<file path="src/hdl/blecw_pkg.sv">
`default_nettype none

package blecw_pkg;

	localparam int CrcWidth = 24;

	localparam logic [CrcWidth-1:0] CRC_POLY      = 24'h00065B;
	localparam logic [CrcWidth-1:0] CRC_START_RST = 24'h555555;
	localparam logic [7:0]          WHITEN_TAP    = 8'h11;
	localparam logic [7:0]          WHITEN_SEED   = 8'h02;
	localparam logic [1:0]          TAIL_BYTES    = 2'd3;

	typedef struct packed {
		logic [7:0] lfsr;
		logic [7:0] data;
	} whiten_res_t;

	function automatic logic [7:0] rev8(input logic [7:0] x);
		logic [7:0] r;
		for (int i = 0; i < 8; i++) begin
			r[i] = x[7-i];
		end
		return r;
	endfunction

	// The CRC register takes the data byte LSB first, eight shifts per call.
	function automatic logic [CrcWidth-1:0] crc_feed(input logic [CrcWidth-1:0] crc,
			input logic [7:0] d);
		logic [CrcWidth-1:0] c;
		logic                top;
		c = crc;
		for (int i = 0; i < 8; i++) begin
			top = c[CrcWidth-1];
			c = {c[CrcWidth-2:0], 1'b0};
			if (top != d[i]) begin
				c = c ^ CRC_POLY;
			end
		end
		return c;
	endfunction

	function automatic whiten_res_t whiten(input logic [7:0] lfsr, input logic [7:0] d);
		whiten_res_t res;
		res.lfsr = lfsr;
		res.data = d;
		for (int i = 0; i < 8; i++) begin
			if (res.lfsr[7]) begin
				res.lfsr = res.lfsr ^ WHITEN_TAP;
				res.data[i] = ~res.data[i];
			end
			res.lfsr = {res.lfsr[6:0], 1'b0};
		end
		return res;
	endfunction

endpackage

`default_nettype wire

</file>
<file path="src/hdl/ble_packet_crc_whiten_encoder_top.sv">
// BLE CRC-24 and data whitening encoder.
// The input stream carries the PDU bytes of one packet, header first; s_tlast
// marks the final PDU byte. The channel field is sampled on the first byte of
// each packet and seeds the whitening register; the CRC register is seeded
// from the configured start value at the same time.
// Every PDU byte yields one whitened, bit-reversed output item in the cycle after
// it is accepted. After the final PDU byte the three CRC bytes follow as output
// items with m_tuser high; m_tlast marks the third one.
// Throughput is one item per cycle inside a packet while the receiver is ready.
// After the last byte s_tready stays low until the third CRC byte is registered.
// A single output register sits between the sides: a new item is taken while
// the previous result is being consumed in the same cycle. When the receiver
// stalls, the output holds and s_tready drops.
// The configuration channel is always ready; a new start value takes effect at
// the first byte of the next packet. Reset sets the start value to 0x555555
// and leaves the block waiting for the first byte of a packet.
`default_nettype none

module ble_packet_crc_whiten_encoder_top (
	input  wire logic        clk,
	input  wire logic        arst_n,
	input  wire logic        cfg_valid,
	output      logic        cfg_ready,
	input  wire logic [23:0] cfg_data,   // crc_start
	input  wire logic        s_tvalid,
	output      logic        s_tready,
	input  wire logic [15:0] s_tdata,    // data_byte [7:0], channel [13:8], zeros [15:14]
	input  wire logic        s_tlast,
	output      logic        m_tvalid,
	input  wire logic        m_tready,
	output      logic [7:0]  m_tdata,    // out_byte [7:0]
	output      logic        m_tuser,    // is_crc [0]
	output      logic        m_tlast
);

	import blecw_pkg::*;

	logic [CrcWidth-1:0] crc_start_q;
	logic [CrcWidth-1:0] crc_q;
	logic [7:0]          whiten_q;
	logic                in_packet_q;
	logic [1:0]          tail_cnt_q;
	logic                out_valid_q;
	logic [7:0]          out_byte_q;
	logic                is_crc_q;
	logic                eop_q;

	logic                load_en;
	logic                s_acc;
	logic                tail_emit;
	logic [7:0]          data_byte;
	logic [5:0]          channel;
	logic [CrcWidth-1:0] crc_base;
	logic [7:0]          whiten_base;
	logic [CrcWidth-1:0] crc_next;
	whiten_res_t         data_wh;
	whiten_res_t         tail_wh;

	assign data_byte = s_tdata[7:0];
	assign channel   = s_tdata[13:8];

	assign cfg_ready = 1'b1;
	assign load_en   = !out_valid_q || m_tready;
	assign s_tready  = load_en && (tail_cnt_q == 2'd0);
	assign s_acc     = s_tvalid && s_tready;
	assign tail_emit = load_en && (tail_cnt_q != 2'd0);

	always_comb begin
		crc_base    = in_packet_q ? crc_q : crc_start_q;
		whiten_base = in_packet_q ? whiten_q : (rev8({2'b00, channel}) | WHITEN_SEED);
		crc_next    = crc_feed(crc_base, data_byte);
		data_wh     = whiten(whiten_base, data_byte);
		tail_wh     = whiten(whiten_q, rev8(crc_q[CrcWidth-1:CrcWidth-8]));
	end

	always_ff @(posedge clk or negedge arst_n) begin
		if (!arst_n) begin
			crc_start_q <= CRC_START_RST;
		end else if (cfg_valid && cfg_ready) begin
			crc_start_q <= cfg_data;
		end
	end

	always_ff @(posedge clk or negedge arst_n) begin
		if (!arst_n) begin
			crc_q       <= CRC_START_RST;
			whiten_q    <= '0;
			in_packet_q <= 1'b0;
			tail_cnt_q  <= '0;
			out_valid_q <= 1'b0;
		end else if (s_acc) begin
			crc_q       <= crc_next;
			whiten_q    <= data_wh.lfsr;
			in_packet_q <= !s_tlast;
			tail_cnt_q  <= s_tlast ? TAIL_BYTES : 2'd0;
			out_valid_q <= 1'b1;
		end else if (tail_emit) begin
			crc_q       <= {crc_q[CrcWidth-9:0], 8'h00};
			whiten_q    <= tail_wh.lfsr;
			tail_cnt_q  <= tail_cnt_q - 2'd1;
			out_valid_q <= 1'b1;
		end else if (m_tready) begin
			out_valid_q <= 1'b0;
		end
	end

	always_ff @(posedge clk) begin
		if (s_acc) begin
			out_byte_q <= rev8(data_wh.data);
			is_crc_q   <= 1'b0;
			eop_q      <= 1'b0;
		end else if (tail_emit) begin
			out_byte_q <= rev8(tail_wh.data);
			is_crc_q   <= 1'b1;
			eop_q      <= (tail_cnt_q == 2'd1);
		end
	end

	assign m_tvalid = out_valid_q;
	assign m_tdata  = out_byte_q;
	assign m_tuser  = is_crc_q;
	assign m_tlast  = eop_q;

	a_acc_gives_data: assert property (@(posedge clk) disable iff (!arst_n)
		s_acc |=> m_tvalid && !m_tuser && !m_tlast)
		else $error("accepted byte did not produce a data output item");

	a_last_starts_tail: assert property (@(posedge clk) disable iff (!arst_n)
		s_acc && s_tlast |=> (tail_cnt_q == TAIL_BYTES) && !in_packet_q)
		else $error("last byte did not start the CRC tail");

	a_tail_blocks_input: assert property (@(posedge clk) disable iff (!arst_n)
		(tail_cnt_q != 2'd0) |-> !s_tready)
		else $error("input accepted during the CRC tail");

	a_tail_back_to_back: assert property (@(posedge clk) disable iff (!arst_n)
		m_tvalid && m_tready && m_tuser && !m_tlast |=> m_tvalid && m_tuser)
		else $error("CRC byte sequence was interrupted");

	a_eop_is_crc: assert property (@(posedge clk) disable iff (!arst_n)
		m_tvalid && m_tlast |-> m_tuser && (tail_cnt_q == 2'd0))
		else $error("end of packet on a non-final CRC byte");

endmodule

`default_nettype wire

</file>
<file path="config.mk">
export PLATFORM = sky130hd
export DESIGN_NAME = ble_packet_crc_whiten_encoder_top
export DESIGN_NICKNAME = d
export VERILOG_FILES = /design/src/hdl/blecw_pkg.sv /design/src/hdl/ble_packet_crc_whiten_encoder_top.sv
export SDC_FILE = /design/constraint.sdc
export NUM_CORES = 1
export LEC_CHECK = 0
export ABC_CLOCK_PERIOD_IN_PS = 2200
export BUFFER_PORTS_ARGS = -buffer_cell sky130_fd_sc_hd__buf_2
export CORE_AREA = 2 2 134 71
export CTS_CLUSTER_DIAMETER = 150
export DETAILED_ROUTE_END_ITERATION = 16
export DIE_AREA = 0 0 136 73
export SYNTH_ARGS = -nofsm -noshare
export SYNTH_HDL_FRONTEND = slang
export SYNTH_SLANG_ARGS = --single-unit
</file>
<file path="constraint.sdc">
create_clock -name clk -period 2.2 [get_ports clk]
set_input_delay 0.11 -clock clk [delete_from_list [all_inputs] [get_ports clk]]
set_output_delay 0.11 -clock clk [all_outputs]
set_load 0.01 [all_outputs]
</file>
# == Word-level counts from Yosys, hierarchy flattened ==
# Index checks and enable logic that the tools add are counted.
# op_classes
mux,52
addsub,1
bitwise_logic,40
reduce_logical,10
n_eq_ne,9
# ops
op,count
$mux 11,8
$mux 24,3
$mux 5,14
$not 7->7,8
$mux 8,5
$not 2->2,16
$mux 1,17
$not 1->1,16
$mux 6,2
$ne 1x1->1,8
$mux 2,3
$reduce_bool 2->1,2
$logic_and 1x1->1,3
$reduce_bool 3->1,1
$eq 2x1->1 const B,1
$logic_not 1->1,2
$logic_not 2->1,1
$sub 2x1->2 const B,1
$logic_or 1x1->1,1
# word_totals
register_bits,70
out_inout_bits,13
in_bits,46
wordCells,121

# == Depth between registers and ports, before layout ==
# depth
depth_word,18
ltp_mapped,8
mapped_depth_nobuf,8

# == Worst setup path after synthesis ==
# No wires, ideal clock.
# synth_timing
path_kind,flip-flop to flip-flop
start,register in_packet_q
end,register crc_q[9]
stages_incl_launch_ff,8
setup_time_ps,82
required_ps,2118
arrival_time_ps,1794
synth_period_minus_slack_ps,1876
setup_slack_ps,324
n_path_buf,1
path_cell_list,dfrtp_1 > buf_6 > mux2i_2 > xnor2_4 > xnor3_1 > xnor2_1 > nor2_1 > a31oi_1
# synth_between
elab_chain_len,14
elab_cells_between_ends,18
cone_classes,eq/ne (4); mux (10); bitwise (4)
# synth_lines
element,line,text
start: declaration,ble_packet_crc_whiten_encoder_top.sv:41,logic in_packet_q;
start signal: assignment,ble_packet_crc_whiten_encoder_top.sv:94,in_packet_q <= !s_tlast;
$mux 24 (*),ble_packet_crc_whiten_encoder_top.sv:69,crc_base = in_packet_q ? crc_q : crc_start_q;
$mux 11,blecw_pkg.sv:35,if (top != d[i]) begin
$not 7->7 (no source line),--,
$mux 11,blecw_pkg.sv:35,
$not 7->7 (no source line),--,
$mux 11 (2 in series),blecw_pkg.sv:35,
$not 7->7 (no source line),--,
$mux 11 (3 in series),blecw_pkg.sv:35,
$not 7->7 (no source line),--,
$mux 11 (*),blecw_pkg.sv:35,
$mux 24 (*),ble_packet_crc_whiten_encoder_top.sv:91,end else if (s_acc) begin
end signal: assignment,ble_packet_crc_whiten_encoder_top.sv:92,crc_q <= crc_next;
end signal: assignment,ble_packet_crc_whiten_encoder_top.sv:98,"crc_q <= {crc_q[CrcWidth-9:0], 8'h00};"
end: declaration,ble_packet_crc_whiten_encoder_top.sv:39,logic [CrcWidth-1:0] crc_q;
# Every way passes the cells marked *; elsewhere a longest branch is shown, timed or not.
# A chain may end at the register's enable or synchronous reset.

# == Worst setup path after layout ==
# layout_timing
start,register in_packet_q
end,register crc_q[7]
# layout_between
elab_chain_len,15
elab_cells_between_ends,19
cone_classes,eq/ne (5); mux (10); bitwise (4)
# layout_lines
element,line
$mux 24 (*),ble_packet_crc_whiten_encoder_top.sv:69
$ne 1x1->1,blecw_pkg.sv:35
$mux 11,blecw_pkg.sv:35
$not 7->7 (no source line),--
$mux 11 (2 in series),blecw_pkg.sv:35
$not 7->7 (no source line),--
$mux 11,blecw_pkg.sv:35
$not 7->7 (no source line),--
$mux 11 (2 in series),blecw_pkg.sv:35
$not 7->7 (no source line),--
$mux 11 (*) (2 in series),blecw_pkg.sv:35
$mux 24 (*),ble_packet_crc_whiten_encoder_top.sv:91
# Marks and branches as above.

==> Flow_metrics.wiki <==
{| class="wikitable"
! Metric !! Value
|-
| Worst Max-Slew Pin Slew || 599 ps
|-
| Post-synth net total || 406
|-
| Largest net degree at the start of global routing || 44
|-
| Hold Worst Slack || 13.4 ps
|-
| Startpoint-to-endpoint class of the critical path || register to register
|-
| Endpoint type of the worst setup path || register
|-
| Final #Nets || 480
|-
| Synth Instances || 358
|-
| R2R Path End || crc_q[7]
|-
| First element of the critical path || in_packet_q
|-
| Total global routing overflow || 0
|-
| Final-report setup violation count || 0
|-
| Worst path arrival time || 2330 ps
|-
| Highest metal layer with signal wires || met4
|-
| Top fanout value on the critical path || 16
|-
| Synth unique cells || 36
|-
| Final worst setup slack || 85.8 ps
|-
| Hold Violations, Final || 0
|-
| Num CTS Buffers || 9
|-
| Initial Util || 0.429
|-
| Number of primary I/O pins || 59
|-
| Count of buffers added by post-CTS timing repair for setup || 0
|-
| Register bit total from synthesis || 69
|-
| Core outline area || 8950 sq um
|-
| Total vias in the final route || 2,776
|-
| Leakage dissipation || 2.05 nW
|-
| Worst reg-to-reg setup slack || 90 ps
|-
| Most common cell after layout, fill and taps aside || sky130_fd_sc_hd__buf_2
|-
| Achievable Freq || 473 MHz
|-
| Accumulated negative setup slack || 0 ps
|-
| Layout cell share with drive strength beyond 1 || 0.336
|-
| All-layer global routing usage || 0.208
|-
| Area growth from synthesis to layout || 23.6%
|-
| Total power density per cell area || 1570 nW/um^2
|-
| Post-Syn Area per Cell || 10.7 sq um
|-
| Worst r2r src || in_packet_q
|-
| Gpl congestion || 0.912
|-
| Area after detailed placement || 4350 sq um
|-
| Post-DR vias/cell || 4.97
|-
| Mapped Area || 3840 sq um
|-
| Num rows || 25
|-
| Post-CTS clock slew at the launch and capture registers of the worst setup and hold paths || 60 ps
|-
| Met2 Wirelength || 3.59 mm
|-
| Die X || 136 microns
|-
| Worst clock skew || 4.01 ps
|-
| Post-Route WL || 9.54 mm
|-
| Maximum VDD drop || 0.568 mV
|-
| Insertion delay to the later sink of the worst-skew pair || 330 ps
|-
| Post-route met1 wirelength || 5.06 mm
|-
| Overall power of the completed layout || 7.47 mW
|-
| Post-layout minimum cycle time || 2110 ps
|-
| Worst min-delay path category || input pin to register
|-
| Yosys warning total || 0
|-
| Result of the run || finished clean
|-
| Full die area || 9930 sq um
|-
| Final antenna diode count || 0
|-
| First-pass GRT wire length || 15.0 mm
|-
| Met3 Wirelength || 813 microns
|-
| Post-route ant nets || 0
|-
| 1st-iter DRT viols || 206
|-
| Clock net sink count || 69
|-
| Final period utilization || 0.961
|-
| Kind of launch point of the worst setup path || register
|-
| Drt pass-1 iters || 4
|-
| Sequential share of the synthesized area || 0.465
|-
| Remaining max-slew budget at the tightest pin || 0.600
|-
| Leading post-synthesis cells by cell area || sky130_fd_sc_hd__dfrtp_1, sky130_fd_sc_hd__dfstp_2, sky130_fd_sc_hd__xnor2_1, sky130_fd_sc_hd__mux2_2, sky130_fd_sc_hd__edfxtp_1
|-
| Number of antenna violations at the first check in global routing || 0
|-
| Post-route standard cell area excluding fillers || 4750 sq um
|-
| CTS tree || built
|-
| Routed wire per std cell || 17.1 microns
|-
| DRC || 0
|-
| CP Data Required Time || 2410 ps
|-
| CP endpoint || crc_q[7]
|-
| Portion of synthesized cell area occupied by the leading cell type || 0.228
|-
| Number of port buffers || 55
|-
| Maximum root-to-sink buffer count || 2
|-
| Final Slew Violations || 0
|-
| Cell accounting for the most synthesized area || sky130_fd_sc_hd__dfrtp_1
|-
| Number of global-route vias before repair || 2,633
|-
| RSZ-0062 raised after global routing || no
|-
| DPL Wire Length || 7.07 mm
|-
| Overall die height || 73 microns
|-
| Commonest cells after routing, fill and taps aside || sky130_fd_sc_hd__buf_2, sky130_fd_sc_hd__nand2_1, sky130_fd_sc_hd__xnor2_1
|-
| Maximum level of the CTS H-tree || 3
|-
| Max-cap viol count || 0
|-
| Clk Tree Root Cell || sky130_fd_sc_hd__clkbuf_16
|-
| Pre-CTS worst setup slack || 113 ps
|-
| Cell count of the worst reg-to-reg path || 8
|}
-- worst min-delay path by stage --
stage	from	to	slack [ps]	depth (start not counted)
final	cfg_data[21]	crc_start_q[21]	10	2
after global routing	cfg_data[20]	crc_start_q[20]	8	2
after detailed placement	arst_n	crc_q[17]	140	1
after CTS	cfg_data[0]	crc_start_q[0]	0.1	2
after global placement	arst_n	crc_start_q[9]	140	1
after floorplan	arst_n	crc_q[11]	-190	0
-- synthesized netlist by cell type (all sizes together) --
| cell type | count |
|---|---|
| a21o | 3 |
| a21oi | 12 |
| a22o | 1 |
| a22oi | 6 |
| a31oi | 7 |
| and3 | 2 |
| buf | 4 |
| clkbuf | 16 |
| conb | 1 |
| dfrtp | 35 |
| dfstp | 24 |
| dfxtp | 2 |
| edfxtp | 8 |
| ha | 2 |
| inv | 4 |
| mux2 | 24 |
| mux2i | 23 |
| nand2 | 54 |
| nand2b | 1 |
| nand3 | 5 |
| nor2 | 23 |
| nor2b | 1 |
| o21a | 1 |
| o21ai | 22 |
| o221ai | 1 |
| or3 | 2 |
| xnor2 | 48 |
| xnor3 | 2 |
| xor2 | 24 |
-- final cells by class --
class,instances,area [sq um]
inverters,4,15.0
well taps,121,151
clock buffers,11,254
clock inverters,5,33.8
multi-input cells,265,1960
fillers,832,4200
flip-flops and latches,69,1790
repair buffers,83,548
-- through the flow --
step                std cells  utilization
floorplan                 358            -
global placement          532        0.486
detailed placement        532        0.486
CTS                       558        0.529
global route              558        0.530
finish                    558        0.530
-- per-layer routing --
metal	track usage	up-vias
met5	0	-
met4	0.0417	0
met3	0.0694	9
met2	0.260	92
met1	0.336	1327
li1	-	1348
-- power by group --
group / internal, mW / total (mW) / switching (mW)
Clock: 0.830 / 1.40 / 0.567
Sequential: 1.88 / 2.23 / 0.350
Combinational: 1.82 / 3.84 / 2.02
Total: 4.53 / 7.47 / 2.94
-- worst max-delay path, cell delays in order (launching register included) --
cell and delay [ps]:
sky130_fd_sc_hd__dfrtp_1 370, sky130_fd_sc_hd__buf_12 180, sky130_fd_sc_hd__buf_4 200, sky130_fd_sc_hd__mux2i_1 280, sky130_fd_sc_hd__xnor2_2 200, sky130_fd_sc_hd__xor2_2 290, sky130_fd_sc_hd__xor2_1 220, sky130_fd_sc_hd__xnor2_1 150
sky130_fd_sc_hd__o21ai_1 90
-- registers in the layout (all words and copies together), names as in the netlist --
name / cells
m_tvalid: 1
in_packet_q: 1
m_tuser: 1
crc_q: 24
tail_cnt_q: 2
crc_start_q: 24
m_tlast: 1
m_tdata: 8
whiten_q: 7
-- what timing repair did --
action                                  4_1_cts  5_1_grt
hold buffers                                 10        0
endpoints found under the setup margin        0        1
gates resized for setup                       0        2
hold endpoints to repair                     25        0
-- logic make-up after synthesis --
logic type               after synthesis  share of synthesized area
flip-flops                            69                      0.465
multiplexers                          47                      0.132
other                                  1                   0.000977
XOR/XNOR                              74                      0.196
adder cells (fa/ha/maj)                2                    0.00652
AO/OA/AOI/OAI                         53                     0.0799
buffers and inverters                 24                     0.0277
AND/OR/NAND/NOR                       88                     0.0916
Note: power is estimated with default switching activity, not from simulation.
